**config.mk**
```make
export PLATFORM = sky130hd
export DESIGN_NAME = resource_safety_checker_unit
export DESIGN_NICKNAME = d
export VERILOG_FILES = /design/src/hw/rtl/rsc_pkg.sv /design/src/hw/rtl/rsc_ram.sv /design/src/hw/rtl/rsc_alu.sv /design/src/hw/rtl/rsc_cfg.sv /design/src/hw/rtl/resource_safety_checker_unit.sv
export SDC_FILE = /design/constraint.sdc
export NUM_CORES = 1
export LEC_CHECK = 0
export BUFFER_PORTS_ARGS = -buffer_cell sky130_fd_sc_hd__buf_2
export CAP_MARGIN = 15
export CORE_MARGIN = 2
export CORE_UTILIZATION = 35
export DETAILED_ROUTE_END_ITERATION = 6
export PLACE_DENSITY_LB_ADDON = 0.25
export SLEW_MARGIN = 10
export SYNTH_ARGS = -nofsm -noshare
export SYNTH_HDL_FRONTEND = slang
export SYNTH_SLANG_ARGS = --single-unit
```
**constraint.sdc**
```tcl
create_clock -name aclk -period 9.4 [get_ports aclk]
set_input_delay 0.47 -clock aclk [delete_from_list [all_inputs] [get_ports aclk]]
set_output_delay 0.47 -clock aclk [all_outputs]
set_load 0.005 [all_outputs]
```
**src/hw/rtl/rsc_pkg.sv**
```systemverilog
package rsc_pkg;

    localparam int DATA_W        = 16;
    localparam int GRANT_LIMIT   = 8;
    localparam int MASK_W        = 8;
    localparam int ACC_W         = DATA_W + $clog2(GRANT_LIMIT) + 2;
    localparam int NP_W          = 4;
    localparam int NR_W          = 5;
    localparam int PADDR_W       = 3;
    localparam int PDATA_W       = 32;
    localparam int DEF_NUM_PROCS = 8;
    localparam int DEF_NUM_RES   = 4;

    // register select is paddr bit 2
    localparam logic REG_PROCS = 1'b0;
    localparam logic REG_RES   = 1'b1;

    typedef enum logic [1:0] {
        OP_TOTAL = 2'd0,
        OP_CLAIM = 2'd1,
        OP_CHECK = 2'd2,
        OP_NOP   = 2'd3
    } op_t;

    typedef enum logic [1:0] {
        KIND_ACK     = 2'd0,
        KIND_GRANT   = 2'd1,
        KIND_VERDICT = 2'd2
    } kind_t;

    localparam logic [1:0] CODE_OK         = 2'd0;
    localparam logic [1:0] CODE_CLAIM_OVER = 2'd1;
    localparam logic [1:0] CODE_ALLOC_OVER = 2'd2;
    localparam logic [1:0] CODE_SAFE       = 2'd0;
    localparam logic [1:0] CODE_UNSAFE     = 2'd1;
    localparam logic [1:0] CODE_OVERCOMMIT = 2'd2;

    typedef enum logic [3:0] {
        ST_IDLE,
        ST_LOAD,
        ST_AV_ROW,
        ST_AV_RD,
        ST_AV_ACC,
        ST_SC_TEST,
        ST_SC_RD,
        ST_SC_CMP,
        ST_GR_RD,
        ST_GR_ADD,
        ST_GR_EMIT,
        ST_VERDICT
    } state_t;

    typedef enum logic {
        ALU_SUB,
        ALU_ADD
    } alu_op_t;

    typedef struct packed {
        logic [ACC_W-1:0]  res;   // two's complement
        logic              fits;  // claim <= res
        logic [DATA_W-1:0] sat;   // res saturated at the DATA_W maximum
    } alu_out_t;

    typedef struct packed {
        logic [NP_W-1:0] np;
        logic [NR_W-1:0] nr;
    } cfg_t;

endpackage

```
**src/hw/rtl/rsc_ram.sv**
```systemverilog
module rsc_ram #(
    parameter int WIDTH = 32,
    parameter int DEPTH = 32
) (
    input  logic                     aclk,
    input  logic                     we,
    input  logic [$clog2(DEPTH)-1:0] addr,
    input  logic [WIDTH-1:0]         wdata,
    output logic [WIDTH-1:0]         rdata
);

    logic [WIDTH-1:0] mem [DEPTH];

    always_ff @(posedge aclk) begin
        if (we) begin
            mem[addr] <= wdata;
        end
        rdata <= mem[addr];
    end

endmodule

```
**src/hw/rtl/rsc_alu.sv**
```systemverilog
module rsc_alu (
    input  rsc_pkg::alu_op_t                 op,
    input  logic [rsc_pkg::ACC_W-1:0]        x,
    input  logic [rsc_pkg::DATA_W-1:0]       y,
    input  logic [rsc_pkg::DATA_W-1:0]       claim,
    output rsc_pkg::alu_out_t                res
);
    import rsc_pkg::*;

    logic signed [ACC_W-1:0] xs;
    logic signed [ACC_W-1:0] ys;
    logic signed [ACC_W-1:0] cs;
    logic signed [ACC_W-1:0] sum;
    logic signed [ACC_W-1:0] sat_max;

    assign xs      = signed'(x);
    assign ys      = signed'(ACC_W'(y));
    assign cs      = signed'(ACC_W'(claim));
    assign sat_max = signed'(ACC_W'({DATA_W{1'b1}}));
    assign sum     = (op == ALU_SUB) ? (xs - ys) : (xs + ys);

    assign res.res  = unsigned'(sum);
    assign res.fits = (cs <= sum);
    assign res.sat  = (sum > sat_max) ? {DATA_W{1'b1}} : sum[DATA_W-1:0];

endmodule

```
**src/hw/rtl/rsc_cfg.sv**
```systemverilog
module rsc_cfg #(
    parameter int NUM_PROCS = rsc_pkg::DEF_NUM_PROCS,
    parameter int NUM_RES   = rsc_pkg::DEF_NUM_RES
) (
    input  logic                          aclk,
    input  logic                          aresetn,
    input  logic                          psel,
    input  logic                          penable,
    input  logic                          pwrite,
    input  logic [rsc_pkg::PADDR_W-1:0]   paddr,
    input  logic [rsc_pkg::PDATA_W-1:0]   pwdata,
    output logic [rsc_pkg::PDATA_W-1:0]   prdata,
    output logic                          pready,
    output rsc_pkg::cfg_t                 cfg
);
    import rsc_pkg::*;

    localparam int NP_LIM = (NUM_PROCS < GRANT_LIMIT) ? NUM_PROCS : GRANT_LIMIT;

    logic [3:0] procs_reg;
    logic [2:0] res_reg;
    logic       wr_en;

    assign pready = 1'b1;
    assign wr_en  = psel && penable && pwrite;

    always_ff @(posedge aclk) begin
        if (!aresetn) begin
            procs_reg <= 4'd8;
            res_reg   <= 3'd4;
        end else if (wr_en) begin
            if (paddr[2] == REG_PROCS) begin
                procs_reg <= pwdata[3:0];
            end else begin
                res_reg <= pwdata[2:0];
            end
        end
    end

    assign prdata = (paddr[2] == REG_RES) ? PDATA_W'(res_reg) : PDATA_W'(procs_reg);

    // effective counts: clamp to the build limits, zero counts as one
    always_comb begin
        if (procs_reg == 4'd0) begin
            cfg.np = NP_W'(1);
        end else if (32'(procs_reg) > NP_LIM) begin
            cfg.np = NP_W'(NP_LIM);
        end else begin
            cfg.np = NP_W'(procs_reg);
        end
        if (res_reg == 3'd0) begin
            cfg.nr = NR_W'(1);
        end else if (32'(res_reg) > NUM_RES) begin
            cfg.nr = NR_W'(NUM_RES);
        end else begin
            cfg.nr = NR_W'(res_reg);
        end
    end

endmodule

```
**src/hw/rtl/resource_safety_checker_unit.sv**
```systemverilog
// Banker's algorithm safety checker. Input items either load a resource
// total (opcode 0), load one process/resource claim and allocation pair
// (opcode 1), or run a safety check (opcode 2); opcode 3 is dropped with no
// result. Each load gets one acknowledge item with a status. A check first
// forms available = total minus allocations of the processes in use and
// returns a single overcommit verdict if any class goes negative; otherwise
// it returns one item per granted process in safe order and closes with a
// safe/unsafe verdict carrying last_result. The block handles one input
// item at a time: s_ready is high only while the sequencer is idle, and
// results leave through a one-item output register. A load is accepted,
// then acknowledged once the output register is free. A check runs on
// one claim/allocation RAM read port and one shared add/compare unit:
// an available pass over every class and process in use, then per grant
// a scan of the unfinished processes, a work vector update and an emit,
// so the worst case grows as np*np*nr, plus any output stall.
// procs_in_use (addr 0) and resources_in_use (addr 4) are set over APB
// and are clamped to the build limits, zero counting as one. The claim
// and allocation RAM comes up undefined and has no clearing pass.
module resource_safety_checker_unit #(
    parameter int NUM_PROCS = rsc_pkg::DEF_NUM_PROCS,
    parameter int NUM_RES   = rsc_pkg::DEF_NUM_RES
) (
    input  logic                          aclk,
    input  logic                          aresetn,
    // input items
    input  logic                          s_valid,
    output logic                          s_ready,
    input  logic [1:0]                    s_opcode,
    input  logic [2:0]                    s_proc_index,
    input  logic [1:0]                    s_res_index,
    input  logic [15:0]                   s_amount_value,
    input  logic [15:0]                   s_alloc_value,
    // result items
    output logic                          m_valid,
    input  logic                          m_ready,
    output logic [1:0]                    m_result_kind,
    output logic [2:0]                    m_granted_proc,
    output logic [1:0]                    m_result_code,
    output logic                          m_last_result,
    // configuration
    input  logic                          psel,
    input  logic                          penable,
    input  logic                          pwrite,
    input  logic [rsc_pkg::PADDR_W-1:0]   paddr,
    input  logic [rsc_pkg::PDATA_W-1:0]   pwdata,
    output logic [rsc_pkg::PDATA_W-1:0]   prdata,
    output logic                          pready
);
    import rsc_pkg::*;

    localparam int DEPTH = NUM_PROCS * NUM_RES;
    localparam int AW    = $clog2(DEPTH);
    localparam int RW    = (NUM_RES > 1) ? $clog2(NUM_RES) : 1;

    // flat table index of a process/resource pair
    function automatic logic [AW-1:0] pr_addr(input logic [NP_W-1:0] p,
                                              input logic [RW-1:0]   r);
        return AW'(p) * AW'(NUM_RES) + AW'(r);
    endfunction

    cfg_t cfg;

    rsc_cfg #(
        .NUM_PROCS (NUM_PROCS),
        .NUM_RES   (NUM_RES)
    ) u_cfg (
        .aclk    (aclk),
        .aresetn (aresetn),
        .psel    (psel),
        .penable (penable),
        .pwrite  (pwrite),
        .paddr   (paddr),
        .pwdata  (pwdata),
        .prdata  (prdata),
        .pready  (pready),
        .cfg     (cfg)
    );

    // sequencer state
    state_t              state_reg, state_next;
    logic [NP_W-1:0]     p_reg, p_next;
    logic [RW-1:0]       r_reg, r_next;
    logic [ACC_W-1:0]    acc_reg, acc_next;
    logic [MASK_W-1:0]   fin_reg, fin_next;
    logic [1:0]          verdict_reg, verdict_next;

    // latched input item
    logic [1:0]          op_reg;
    logic [2:0]          pi_reg;
    logic [1:0]          ri_reg;
    logic [DATA_W-1:0]   amt_reg;
    logic [DATA_W-1:0]   alc_reg;

    // small vectors in flops
    logic [DATA_W-1:0]   total_reg [NUM_RES];
    logic [DATA_W-1:0]   work_reg  [NUM_RES];
    logic                total_we;
    logic                work_we;
    logic                work_clr;
    logic [DATA_W-1:0]   work_wdata;
    logic [RW-1:0]       tot_idx;
    logic [DATA_W-1:0]   tot_rd;
    logic [DATA_W-1:0]   work_rd;

    // claim/allocation RAM: claim in the upper half, allocation in the lower
    logic                ram_we;
    logic [AW-1:0]       ram_addr;
    logic [2*DATA_W-1:0] ram_rdata;
    logic [DATA_W-1:0]   rd_claim;
    logic [DATA_W-1:0]   rd_alloc;

    // shared unit
    alu_op_t             alu_op;
    logic [ACC_W-1:0]    alu_x;
    alu_out_t            alu_res;

    // output register
    logic                out_valid_reg;
    logic [1:0]          out_kind_reg;
    logic [2:0]          out_proc_reg;
    logic [1:0]          out_code_reg;
    logic                out_last_reg;
    logic                out_free;
    logic                out_load;
    kind_t               out_kind;
    logic [2:0]          out_proc;
    logic [1:0]          out_code;

    logic                accept;
    logic                r_last;
    logic                p_last;
    logic                pi_ok;
    logic                ri_ok;
    logic [MASK_W-1:0]   all_mask;

    rsc_ram #(
        .WIDTH (2 * DATA_W),
        .DEPTH (DEPTH)
    ) u_ram (
        .aclk  (aclk),
        .we    (ram_we),
        .addr  (ram_addr),
        .wdata ({amt_reg, alc_reg}),
        .rdata (ram_rdata)
    );

    assign rd_claim = ram_rdata[2*DATA_W-1:DATA_W];
    assign rd_alloc = ram_rdata[DATA_W-1:0];

    rsc_alu u_alu (
        .op    (alu_op),
        .x     (alu_x),
        .y     (rd_alloc),
        .claim (rd_claim),
        .res   (alu_res)
    );

    assign s_ready  = (state_reg == ST_IDLE);
    assign accept   = s_valid && s_ready;
    assign out_free = !out_valid_reg || m_ready;

    assign tot_idx  = (state_reg == ST_LOAD) ? RW'(ri_reg) : r_reg;
    assign tot_rd   = total_reg[tot_idx];
    assign work_rd  = work_reg[r_reg];

    assign r_last   = ((NR_W'(r_reg) + NR_W'(1)) == cfg.nr);
    assign p_last   = ((p_reg + NP_W'(1)) == cfg.np);
    assign pi_ok    = (32'(pi_reg) < NUM_PROCS);
    assign ri_ok    = (32'(ri_reg) < NUM_RES);
    assign all_mask = MASK_W'((9'd1 << cfg.np) - 9'd1);

    always_comb begin
        state_next   = state_reg;
        p_next       = p_reg;
        r_next       = r_reg;
        acc_next     = acc_reg;
        fin_next     = fin_reg;
        verdict_next = verdict_reg;
        ram_we       = 1'b0;
        ram_addr     = pr_addr(p_reg, r_reg);
        total_we     = 1'b0;
        work_we      = 1'b0;
        work_clr     = 1'b0;
        work_wdata   = alu_res.sat;
        out_load     = 1'b0;
        out_kind     = KIND_ACK;
        out_proc     = 3'd0;
        out_code     = CODE_OK;
        alu_op       = ALU_ADD;
        alu_x        = ACC_W'(work_rd);

        unique case (state_reg)
            ST_IDLE: begin
                if (accept) begin
                    unique case (op_t'(s_opcode))
                        OP_TOTAL, OP_CLAIM: state_next = ST_LOAD;
                        OP_CHECK: begin
                            work_clr   = 1'b1;
                            fin_next   = '0;
                            r_next     = '0;
                            state_next = ST_AV_ROW;
                        end
                        OP_NOP:   state_next = ST_IDLE;
                    endcase
                end
            end
            ST_LOAD: begin
                ram_addr = pr_addr(NP_W'(pi_reg), RW'(ri_reg));
                if (out_free) begin
                    out_load = 1'b1;
                    if (op_t'(op_reg) == OP_TOTAL) begin
                        total_we = ri_ok;
                    end else if (pi_ok && ri_ok) begin
                        // claim is tested against the total first
                        priority if (amt_reg > tot_rd) begin
                            out_code = CODE_CLAIM_OVER;
                        end else if (alc_reg > amt_reg) begin
                            out_code = CODE_ALLOC_OVER;
                        end else begin
                            ram_we = 1'b1;
                        end
                    end
                    state_next = ST_IDLE;
                end
            end
            ST_AV_ROW: begin
                acc_next   = ACC_W'(tot_rd);
                p_next     = '0;
                state_next = ST_AV_RD;
            end
            ST_AV_RD: begin
                state_next = ST_AV_ACC;
            end
            ST_AV_ACC: begin
                alu_op   = ALU_SUB;
                alu_x    = acc_reg;
                acc_next = alu_res.res;
                if (p_last) begin
                    if (alu_res.res[ACC_W-1]) begin
                        // overcommit ends the check at once
                        work_clr     = 1'b1;
                        fin_next     = '0;
                        verdict_next = CODE_OVERCOMMIT;
                        state_next   = ST_VERDICT;
                    end else begin
                        work_we    = 1'b1;
                        work_wdata = alu_res.res[DATA_W-1:0];
                        if (r_last) begin
                            p_next     = '0;
                            state_next = ST_SC_TEST;
                        end else begin
                            r_next     = r_reg + RW'(1);
                            state_next = ST_AV_ROW;
                        end
                    end
                end else begin
                    p_next     = p_reg + NP_W'(1);
                    state_next = ST_AV_RD;
                end
            end
            ST_SC_TEST: begin
                if (p_reg == cfg.np) begin
                    verdict_next = ((fin_reg & all_mask) == all_mask) ? CODE_SAFE
                                                                      : CODE_UNSAFE;
                    state_next   = ST_VERDICT;
                end else if (fin_reg[p_reg[2:0]]) begin
                    p_next = p_reg + NP_W'(1);
                end else begin
                    r_next     = '0;
                    state_next = ST_SC_RD;
                end
            end
            ST_SC_RD: begin
                state_next = ST_SC_CMP;
            end
            ST_SC_CMP: begin
                // need <= work  <=>  claim <= work + alloc
                if (!alu_res.fits) begin
                    p_next     = p_reg + NP_W'(1);
                    state_next = ST_SC_TEST;
                end else if (r_last) begin
                    r_next     = '0;
                    state_next = ST_GR_RD;
                end else begin
                    r_next     = r_reg + RW'(1);
                    state_next = ST_SC_RD;
                end
            end
            ST_GR_RD: begin
                state_next = ST_GR_ADD;
            end
            ST_GR_ADD: begin
                work_we = 1'b1;
                if (r_last) begin
                    fin_next[p_reg[2:0]] = 1'b1;
                    state_next           = ST_GR_EMIT;
                end else begin
                    r_next     = r_reg + RW'(1);
                    state_next = ST_GR_RD;
                end
            end
            ST_GR_EMIT: begin
                if (out_free) begin
                    out_load   = 1'b1;
                    out_kind   = KIND_GRANT;
                    out_proc   = p_reg[2:0];
                    p_next     = '0;
                    state_next = ST_SC_TEST;
                end
            end
            ST_VERDICT: begin
                if (out_free) begin
                    out_load   = 1'b1;
                    out_kind   = KIND_VERDICT;
                    out_code   = verdict_reg;
                    state_next = ST_IDLE;
                end
            end
            default: begin
                state_next = ST_IDLE;
            end
        endcase
    end

    always_ff @(posedge aclk) begin
        if (!aresetn) begin
            state_reg     <= ST_IDLE;
            fin_reg       <= '0;
            out_valid_reg <= 1'b0;
        end else begin
            state_reg <= state_next;
            fin_reg   <= fin_next;
            if (out_load) begin
                out_valid_reg <= 1'b1;
            end else if (m_ready) begin
                out_valid_reg <= 1'b0;
            end
        end
    end

    always_ff @(posedge aclk) begin
        p_reg       <= p_next;
        r_reg       <= r_next;
        acc_reg     <= acc_next;
        verdict_reg <= verdict_next;
        if (accept) begin
            op_reg  <= s_opcode;
            pi_reg  <= s_proc_index;
            ri_reg  <= s_res_index;
            amt_reg <= s_amount_value;
            alc_reg <= s_alloc_value;
        end
        if (out_load) begin
            out_kind_reg <= out_kind;
            out_proc_reg <= out_proc;
            out_code_reg <= out_code;
            out_last_reg <= (out_kind != KIND_GRANT);
        end
    end

    always_ff @(posedge aclk) begin
        if (!aresetn) begin
            for (int i = 0; i < NUM_RES; i++) begin
                total_reg[i] <= '0;
                work_reg[i]  <= '0;
            end
        end else begin
            if (total_we) begin
                total_reg[tot_idx] <= amt_reg;
            end
            if (work_clr) begin
                for (int i = 0; i < NUM_RES; i++) begin
                    work_reg[i] <= '0;
                end
            end else if (work_we) begin
                work_reg[r_reg] <= work_wdata;
            end
        end
    end

    assign m_valid        = out_valid_reg;
    assign m_result_kind  = out_kind_reg;
    assign m_granted_proc = out_proc_reg;
    assign m_result_code  = out_code_reg;
    assign m_last_result  = out_last_reg;

endmodule

```
==> Yosys cells after proc, flatten, opt, wreduce, memory -nomap -nowiden <==
Memories as Yosys holds them, arrays and structs flattened. A register that Yosys moved wholly into a read port is not among the register bits.
Cells that the tools add are included.
{ "totals": {"ff_bits": 96, "latch_bits": 0, "mem_bits_rw": 1152, "mem_bits_ro": 0, "in_bits": 81, "wordCells": 223, "n_memories": 3} }
{ "op_classes": {"addsub": 8, "n_mul": 0, "div_mod_pow": 0, "magnitude_cmp": 8, "eq_ne": 36, "shifts": 1, "mux": 112, "n_bitwise": 7, "reduce_logical": 30} }
{ "memory_table": {"columns": ["name", "depth", "width", "rd", "rd_ports_with_merged_regs", "wr", "line", "source"], "rows": [
  ["u_ram.mem", 32, 32, 1, 1, 1, "rsc_ram.sv:12", "logic [WIDTH-1:0] mem [DEPTH];"],
  ["total_reg", 4, 16, 1, 0, 4, "resource_safety_checker_unit.sv:95", "logic [DATA_W-1:0] total_reg [NUM_RES];"],
  ["work_reg", 4, 16, 1, 1, 4, "resource_safety_checker_unit.sv:96", "logic [DATA_W-1:0] work_reg [NUM_RES];"]
]} }
{ "ops": {"columns": ["operator", "n"], "rows": [
  ["two-way mux 16 bit", 10],
  ["two-way mux 4 bit", 18],
  ["two-way mux 2 bit", 23],
  ["one-hot mux 4 bit (11 select lines)", 1],
  ["two-way mux 21 bit", 2],
  ["one-hot mux 21 bit (2 select lines)", 1],
  ["two-way mux 8 bit", 5],
  ["two-way mux 1 bit", 37],
  ["greater-than comparator 16 bit", 2],
  ["OR reduction 16 bit", 2],
  ["one-hot mux 8 bit (3 select lines)", 1],
  ["adder 21 x 17 -> 21 bit", 1],
  ["greater-than comparator 21 x 17 -> 1 bit, second input constant", 1],
  ["less-or-equal comparator 17 x 21 -> 1 bit", 1],
  ["subtractor 21 x 17 -> 21 bit", 1],
  ["inequality test 2 bit, second input constant", 10],
  ["one-hot mux 4 bit (5 select lines)", 1],
  ["equality test 4 x 3 -> 1 bit, second input constant", 4],
  ["equality test 4 bit, second input constant", 4],
  ["one-hot mux 2 bit (2 select lines)", 3],
  ["one-hot mux 4 bit (3 select lines)", 1],
  ["adder 5 x 2 -> 5 bit", 2],
  ["two-way mux 5 bit", 2],
  ["inequality test 2 x 1 -> 1 bit, second input constant", 5],
  ["other kinds (42)", 64]
]} }

==> Logic depth before layout (Yosys ltp) <==
Gate-level depths: netlist (run 1).
{ "logic_depth": {"ltp_word": 13, "depth_mapped": 25, "ltp_nobuf": 21} }

==> Cells and area by module <==
Synthesis (run 1) repeated with hierarchy kept, for this count alone.
{ "hier_totals": {"hier_cells": 3346, "hier_area_um2": 53192.3} }
{ "by_module_without_submodules": {"columns": ["module", "n_inst", "cells_per_inst", "area_each_um2", "seq_area_each_um2"], "rows": [
  ["rsc_ram", 1, 2107, 39743.1, 31390.1],
  ["resource_safety_checker_unit", 1, 866, 10786.6, 6426.2],
  ["rsc_alu", 1, 297, 2035.7, 0.0],
  ["rsc_cfg", 1, 76, 626.9, 140.1]
]} }

==> Least setup slack after synthesis (run 1) <==
OpenSTA, ideal clock, no wires.
{ "synth_path": {"kind": "flip-flop to flip-flop", "startpoint": "register state_reg[1]", "endpoint": "memory u_ram.mem[0][0] (enable)", "setup_ns": 0.421, "t_arrival_ns": 5.907, "required_time_ns": 8.979, "setup_slack_ns": 3.072, "stages_incl_launch_ff": 23, "period_less_slack_ns": 6.328, "cell_sequence": "dfxtp_1 -> buf_2 -> nor2_1 -> and3_1 -> buf_2 -> a21o_1 -> buf_2 -> buf_2 -> buf_2 -> buf_2 -> mux4_2 -> inv_1 -> ha_1 -> nor2b_1 -> o21a_1 -> o21a_1 -> o21a_1 -> o21a_1 -> o21ai_0 -> a211oi_1 -> o21ai_0 -> nand4_1 -> nor2_1"} }
{ "synth_via": {"elab_chain_cells": 10, "word_cells_on_any_way": 11} }
{ "synth_lines": {"columns": ["item", "line", "source"], "rows": [
  ["start, declared", "resource_safety_checker_unit.sv:80", "state_t state_reg, state_next;"],
  ["start signal, assigned", "resource_safety_checker_unit.sv:331", "state_reg <= state_next;"],
  ["equality test 4 x 1 -> 1 bit *", "resource_safety_checker_unit.sv:162, resource_safety_checker_unit.sv:192", null],
  ["two-way mux 2 bit", "resource_safety_checker_unit.sv:162", "assign tot_idx = (state_reg == ST_LOAD) ? RW'(ri_reg) : r_reg;"],
  ["memory (4 x 16 bit)", null, null],
  ["greater-than comparator 16 bit", "resource_safety_checker_unit.sv:215", "priority if (amt_reg > tot_rd) begin"],
  ["two-way mux 1 bit", "resource_safety_checker_unit.sv:215", null],
  ["two-way mux 1 bit", "resource_safety_checker_unit.sv:211", "if (op_t'(op_reg) == OP_TOTAL) begin"],
  ["two-way mux 1 bit", "resource_safety_checker_unit.sv:209", "if (out_free) begin"],
  ["two-way mux 1 bit", "resource_safety_checker_unit.sv:192", "unique case (state_reg)"],
  ["two-way mux 1 bit", "rsc_ram.sv:15", "if (we) begin"],
  ["two-way mux 1 bit (not written as such)", "rsc_ram.sv:16", "mem[addr] <= wdata;"],
  ["end, declared", "rsc_ram.sv:12", null]
]} }
Every way passes the cells marked *; elsewhere a longest branch is shown, timed or not.

==> Worst setup path in the final report (run 1) <==
{ "layout_path": {"startpoint": "register state_reg[1]", "endpoint": "memory u_ram.mem[15][13] (enable)"} }
Same word-level chain as after synthesis.

==> results of run 1 <==
## where the power goes
group | internal [uW] | switching (uW) | leakage [uW] | total, uW
logic | 989 | 1800 | 0.00594 | 2790
clock network | 2980 | 2260 | 0.00208 | 5240
registers | 6500 | 120 | 0.0117 | 6620
total | 10500 | 4180 | 0.0197 | 14700
## worst register-to-register path: stages, from the launching register on
cell	delay, ns
sky130_fd_sc_hd__dfxtp_1	0.78
sky130_fd_sc_hd__nor2_1	0.17
sky130_fd_sc_hd__and3_1	0.39
sky130_fd_sc_hd__nor2_1	0.24
sky130_fd_sc_hd__a21o_4	0.40
sky130_fd_sc_hd__mux4_2	0.61
sky130_fd_sc_hd__inv_1	0.08
sky130_fd_sc_hd__ha_1	0.24
sky130_fd_sc_hd__nor2b_1	0.14
sky130_fd_sc_hd__o21a_1	0.16
sky130_fd_sc_hd__o21a_1	0.16
sky130_fd_sc_hd__o21a_1	0.17
sky130_fd_sc_hd__o21a_1	0.16
sky130_fd_sc_hd__o21ai_0	0.16
sky130_fd_sc_hd__a211oi_1	0.12
sky130_fd_sc_hd__o21ai_0	0.92
sky130_fd_sc_hd__nand4_1	0.96
sky130_fd_sc_hd__nor2_4	1.23
sky130_fd_sc_hd__buf_4	0.39
## placed cells by master (no fill, tap or decap), drive strengths merged, types with 9 or more instances in the layout
| cell type | netlist | routed |
|---|---|---|
| or2 | 9 | 9 |
| nand3 | 16 | 16 |
| xor2 | 21 | 21 |
| a22oi | 115 | 115 |
| o21a | 11 | 11 |
| nand4 | 38 | 38 |
| clkbuf | 77 | 183 |
| nand2 | 122 | 122 |
| a31oi | 13 | 13 |
| a21o | 16 | 16 |
| o211ai | 10 | 10 |
| o31ai | 10 | 10 |
| o21ai | 63 | 63 |
| a21oi | 51 | 51 |
| nand2b | 13 | 13 |
| dlygate4sd3 | 0 | 44 |
| mux2i | 28 | 28 |
| and3 | 16 | 16 |
| xnor2 | 18 | 18 |
| buf | 91 | 170 |
| inv | 83 | 90 |
| mux4 | 288 | 288 |
| dfxtp | 54 | 54 |
| nor2 | 225 | 225 |
| clkinv | 2 | 50 |
| nor2b | 17 | 17 |
| ha | 69 | 69 |
| conb | 2 | 30 |
| nor3 | 41 | 41 |
| edfxtp | 1228 | 1228 |
## layout make-up
cell class                 instances  share of cell area
tap                             1930              0.0400
antenna                            1           0.0000415
timing repair buffer             215              0.0275
sequential                      1282               0.629
clock buffer                     182              0.0612
multi-input combinational       1354               0.226
clock inverter                    67              0.0106
inverter                          85             0.00531
## metal layers
metal	vias up	track usage	wire, um	part of all wire
met5	-	0	13	0.000094
met4	2	0.0444	2550	0.019
met3	163	0.0339	8060	0.059
met2	857	0.289	65900	0.48
met1	14300	0.255	61100	0.44
li1	11900	-	-	-
## logic make-up after synthesis
| kind of cell | synth area share |
|---|---|
| AND/OR/NAND/NOR | 0.0467 |
| multiplexers | 0.131 |
| flip-flops | 0.726 |
| other | 0.000144 |
| buffers and inverters | 0.0219 |
| AO/OA/AOI/OAI | 0.0502 |
| adder cells (fa/ha/maj) | 0.0171 |
| XOR/XNOR | 0.00742 |
## timing repair
action | CTS | global route
hold endpoints to repair | 46 | 0
resized for setup | 0 | 0
hold buffers | 44 | 0
## how the worst max path moves through the flow
stage	start	to	slack [ns]	cells past startpoint
after global placement	state_reg[1]	u_ram.mem[15][1]	1.96	15
final	state_reg[1]	u_ram.mem[15][13]	1.60	18
after CTS	state_reg[1]	u_ram.mem[15][13]	1.80	15
after floorplan	state_reg[1]	u_ram.mem[0][0]	3.07	22
after detailed placement	state_reg[1]	u_ram.mem[15][11]	1.84	15
after global routing	state_reg[1]	u_ram.mem[15][13]	1.23	15
## through the flow
stage               instances  instance area [um2]
floorplan                2889                52400
finish                   5116                60300
global placement         4821                55500
CTS                      5114                60300
detailed placement       4821                55500
global route             5115                60300
==> metrics, run 1 <==
run status=completed; asr flop ratio synth=0; worst setup slack after layout=1.60 ns; kind of cell adding the most delay to the critical path=simple AND/OR/NAND/NOR gates; Die Area=153000 um2; endpoint of the most critical register-to-register path=u_ram.mem[15][13]; Worst EP required=9.85 ns; maximum number of pins on one net before global-route repair=96; cell with the largest stage delay on the worst path=sky130_fd_sc_hd__nor2_4; achievable clock frequency=128 MHz; number of antenna-violating nets in the routed design=0; register area=38000 um2; max-cap violations=0; post-synthesis sequential element count=1282; Seq/Total Area, Yosys=0.726; worst reg2reg path startpoint=state_reg[1]; largest area contributor in the netlist=sky130_fd_sc_hd__edfxtp_1; DR iter-0 viols=2634; leading post-synthesis cells by cell area=sky130_fd_sc_hd__edfxtp_1 71%, sky130_fd_sc_hd__mux4_2 12%, sky130_fd_sc_hd__dfxtp_1 2.1%; post-detail-place hpwl=84.9 mm; power consumption=14700 uW; worst-case hold path end point=m_valid; number of flip-flops in the largest register=1024; number of antenna violations at the first check in global routing=7; first-pass GRT wire length=198 mm; routed wire length per instance=26.9 um; Layout Area Growth over Synthesis=15.3%; fraction of post-synthesis cell area in the top cell type by area=0.705; area of the mapped netlist=52300 um2; Worst-Skew Late Latency=0.78 ns; dominant cell by count in the synthesized netlist=sky130_fd_sc_hd__edfxtp_1; drt drc=0; min cycle time layout=7.80 ns; Longest Clk Path Bufs=3; predominant post-synthesis flop cell=sky130_fd_sc_hd__edfxtp_1; area used by multi-input combinational logic=13600 um2; number of different library cells in the post-synthesis netlist=91; hold violation total from the final report=0; slack of the worst reg-to-reg path=1.60 ns; DR vias/cell=5.33; placeable core area=148000 um2; mean instance size in the synthesized netlist=18.3 um2; count of yosys warnings during synthesis=0; worst slew margin relative to its limit=0.224; maximum fanout count along the critical path=21; setup repair after global routing missed its margin=false; ratio of total power to cell area=243 nW/um2; Die Y=391 um; clock tree skew after final layout=0.0353 ns; longest individual stage delay on the worst path=1.22 ns; final RePlAce weighted congestion=0.861; number of cell instances on the worst register-to-register path=18; vias in the first global route=27400; Chip Width=391 um; Final Slew Violations=0; Routed WL=138 mm; WS Path Type=flop to flop; total I/O pin count=124; actual transition at the worst max-transition pin=1.15 ns; worst hold path startpoint=m_ready; Worst EP arrival=8.25 ns; CP Capture Type=flop; final sum of negative setup slack=0 ns; CTS tree=built; count of buffers from port buffering=64; CP Cell Sequence=nor2_1, and3_1, nor2_1, a21o_4, mux4_2, inv_1, ha_1, nor2b_1, o21a_1, o21a_1, o21a_1, o21a_1, o21ai_0, a211oi_1, o21ai_0, nand4_1, nor2_4, buf_4; number of vias after detailed routing=27200; H-tree depth=4; root buffer cell=sky130_fd_sc_hd__clkbuf_16; Setup Slack @ Placement=1.84 ns; number of buffers created by CTS=138; clock transition at the register clock pins on the worst setup and hold paths after CTS=0.06 ns; worst hold stages=4; TritonCTS sink count=1282; Pleak=0.0197 uW; portion of the clock cycle consumed by the worst path in the final layout=0.829; maximum vdd drop=175 uV; type of origin of the critical path=flop; row count=141; number of nets in the layout=3227; filler cell count=13300; post-route core utilization=0.408; number of buffers added for setup after CTS=0; count of flip-flops with a built-in enable after synthesis=1228; gr usage total=0.181; fraction of layout instances using a drive strength above 1=0.227; cells after synthesis=2861; Buf+Inv Stages, Crit Path=2; worst hold slack after final layout=0.0675 ns; most repeated library cell on the critical path=sky130_fd_sc_hd__o21a_1; list of most frequent post-synthesis cells=1228 x sky130_fd_sc_hd__edfxtp_1, 288 x sky130_fd_sc_hd__mux4_2, 224 x sky130_fd_sc_hd__nor2_1, 122 x sky130_fd_sc_hd__nand2_1, 115 x sky130_fd_sc_hd__a22oi_1; effective utilization at floorplan=0.353; setup-violating endpoint count in the final report=0; count of TritonRoute iterations in the first routing pass=5; final global-route overflow total=0; HP Class=input port to flop
No activity file was read; power rests on OpenSTA's default activity.
==> inputs of run 2 (changes only) <==
- clock period: 9.4 -> 7.9 ns (I/O delays scaled with it)
==> metrics, run 2 (synthesized netlist as in run 1, its figures left out) <==
run status=completed; post-detail-place hpwl=81.7 mm; placeable core area=148000 um2; most repeated library cell on the critical path=sky130_fd_sc_hd__mux2i_1; number of antenna violations at the first check in global routing=3; count of TritonRoute iterations in the first routing pass=7; hold violation total from the final report=0; Worst-Skew Late Latency=0.78 ns; Chip Width=391 um; Layout Area Growth over Synthesis=16.0%; number of buffers created by CTS=138; ratio of total power to cell area=290 nW/um2; routed wire length per instance=27.3 um; Die Y=391 um; number of flip-flops in the largest register=1024; Longest Clk Path Bufs=3; slack of the worst reg-to-reg path=1.27 ns; number of antenna-violating nets in the routed design=0; achievable clock frequency=151 MHz; Worst EP required=8.27 ns; count of buffers from port buffering=64; DR iter-0 viols=2617; endpoint of the most critical register-to-register path=work_reg[1][0]; maximum fanout count along the critical path=32; clock tree skew after final layout=0.0385 ns; root buffer cell=sky130_fd_sc_hd__clkbuf_16; number of buffers added for setup after CTS=0; Routed WL=140 mm; worst hold path startpoint=aresetn; first-pass GRT wire length=200 mm; Buf+Inv Stages, Crit Path=0; drt drc=0; CP Cell Sequence=or4b_2, mux2i_1, ha_1, fa_1, nand2b_1, a2111oi_2, a211oi_4, mux2i_1, a41oi_2, mux2i_1, or2_4, a21oi_4, o211ai_4, nand2_1; row count=141; H-tree depth=4; setup-violating endpoint count in the final report=0; TritonCTS sink count=1282; final RePlAce weighted congestion=0.846; number of logic stages on the critical path including buffering=14; gr usage total=0.184; max-cap violations=0; effective utilization at floorplan=0.353; number of vias after detailed routing=27700; Worst EP arrival=7.00 ns; Pleak=0.0199 uW; DR vias/cell=5.41; final sum of negative setup slack=0 ns; worst hold stages=3; post-route core utilization=0.410; portion of the clock cycle consumed by the worst path in the final layout=0.840; actual transition at the worst max-transition pin=1.22 ns; number of nets in the layout=3232; number of cell instances on the worst register-to-register path=14; final global-route overflow total=0; Die Area=153000 um2; longest individual stage delay on the worst path=1.03 ns; worst slew margin relative to its limit=0.181; WS Path Type=flop to flop; clock transition at the register clock pins on the worst setup and hold paths after CTS=0.06 ns; kind of cell adding the most delay to the critical path=simple AND/OR/NAND/NOR gates; CTS tree=built; worst-case hold path end point=state_reg[0]; antenna diode count=0; filler cell count=13100; most frequent cells in the layout=1228 x sky130_fd_sc_hd__edfxtp_1, 288 x sky130_fd_sc_hd__mux4_2, 184 x sky130_fd_sc_hd__nor2_1, 141 x sky130_fd_sc_hd__clkbuf_16, 122 x sky130_fd_sc_hd__nand2_1; cell with the largest stage delay on the worst path=sky130_fd_sc_hd__or4b_2; CP Capture Type=flop; maximum number of pins on one net before global-route repair=99; total I/O pin count=124; maximum vdd drop=217 uV; vias in the first global route=27800; fraction of layout instances using a drive strength above 1=0.234; HP Class=input port to flop; type of origin of the critical path=flop; most frequent standard cell in the layout excluding fill and tap cells=sky130_fd_sc_hd__edfxtp_1; min cycle time layout=6.63 ns; Final Slew Violations=0; setup repair after global routing missed its margin=false; worst hold slack after final layout=0.0644 ns; worst reg2reg path startpoint=state_reg[2]
-- run 2: cell count changes in the layout (fill, tap and decap cells not counted), sizes merged --
cell,delta
clkinv,+4
bufinv,+6
inv,+2
dlygate4sd3,+2
diode,-1
clkbuf,-16
buf,+4
clkinvlp,-2
-- run 2: worst max-delay path by stage --
stage                       startpoint         endpoint  slack (ns)
after floorplan           state_reg[1]  u_ram.mem[0][0]        1.57
after global placement    state_reg[2]   work_reg[3][2]        1.38
after detailed placement  state_reg[2]   work_reg[1][1]        1.34
after CTS                 state_reg[2]   work_reg[1][6]        1.26
after global routing      state_reg[2]  work_reg[1][14]        0.98
final                     state_reg[2]   work_reg[1][0]        1.27
-- run 2: final cells by class --
type                    instances  area [um2]  share of cell area
flip-flops and latches       1282       38000               0.625
multi-input cells            1354       13600               0.225
well taps                    1930        2410              0.0398
clock buffers                 167        3660              0.0602
inverters                      85         320             0.00528
clock inverters                77         852              0.0140
repair buffers                220        1850              0.0305
-- run 2: stage by stage --
stage               cells  setup slack (ns)  cell area (um2)  total power, uW
floorplan            2889              1.57            52400            10100
global placement     4824              1.38            55700            11200
detailed placement   4824              1.34            55700            11200
CTS                  5114              1.26            60700            17700
global route         5115             0.976            60700            18300
finish               5115              1.27            60700            17600
-- run 2: per-layer routing --
| metal | global-route usage | wire length, um |
|---|---|---|
| met5 | 0 | 0 |
| met4 | 0.0571 | 3710 |
| met3 | 0.0437 | 10800 |
| met2 | 0.282 | 64300 |
| met1 | 0.258 | 61100 |
-- run 2: report_power, final --
group | total (uW) | internal (uW) | switching [uW]
Combinational | 3210 | 1170 | 2050
Sequential | 7900 | 7730 | 168
Clock | 6470 | 3750 | 2720
-- run 2: what timing repair did --
action	CTS	global route
hold buffers	46	0
hold endpoints to repair	47	0
resized for setup	0	0
-- run 2: worst reg2reg max path, cell delays in order (launching register included) --
cell and delay [ns]:
sky130_fd_sc_hd__dfxtp_1 0.75, sky130_fd_sc_hd__or4b_2 1.04, sky130_fd_sc_hd__mux2i_1 0.25, sky130_fd_sc_hd__ha_1 0.25, sky130_fd_sc_hd__fa_1 0.46, sky130_fd_sc_hd__nand2b_1 0.24
sky130_fd_sc_hd__a2111oi_2 0.52, sky130_fd_sc_hd__a211oi_4 0.12, sky130_fd_sc_hd__mux2i_1 0.17, sky130_fd_sc_hd__a41oi_2 0.31, sky130_fd_sc_hd__mux2i_1 0.17, sky130_fd_sc_hd__or2_4 0.31
sky130_fd_sc_hd__a21oi_4 0.55, sky130_fd_sc_hd__o211ai_4 0.37, sky130_fd_sc_hd__nand2_1 0.75
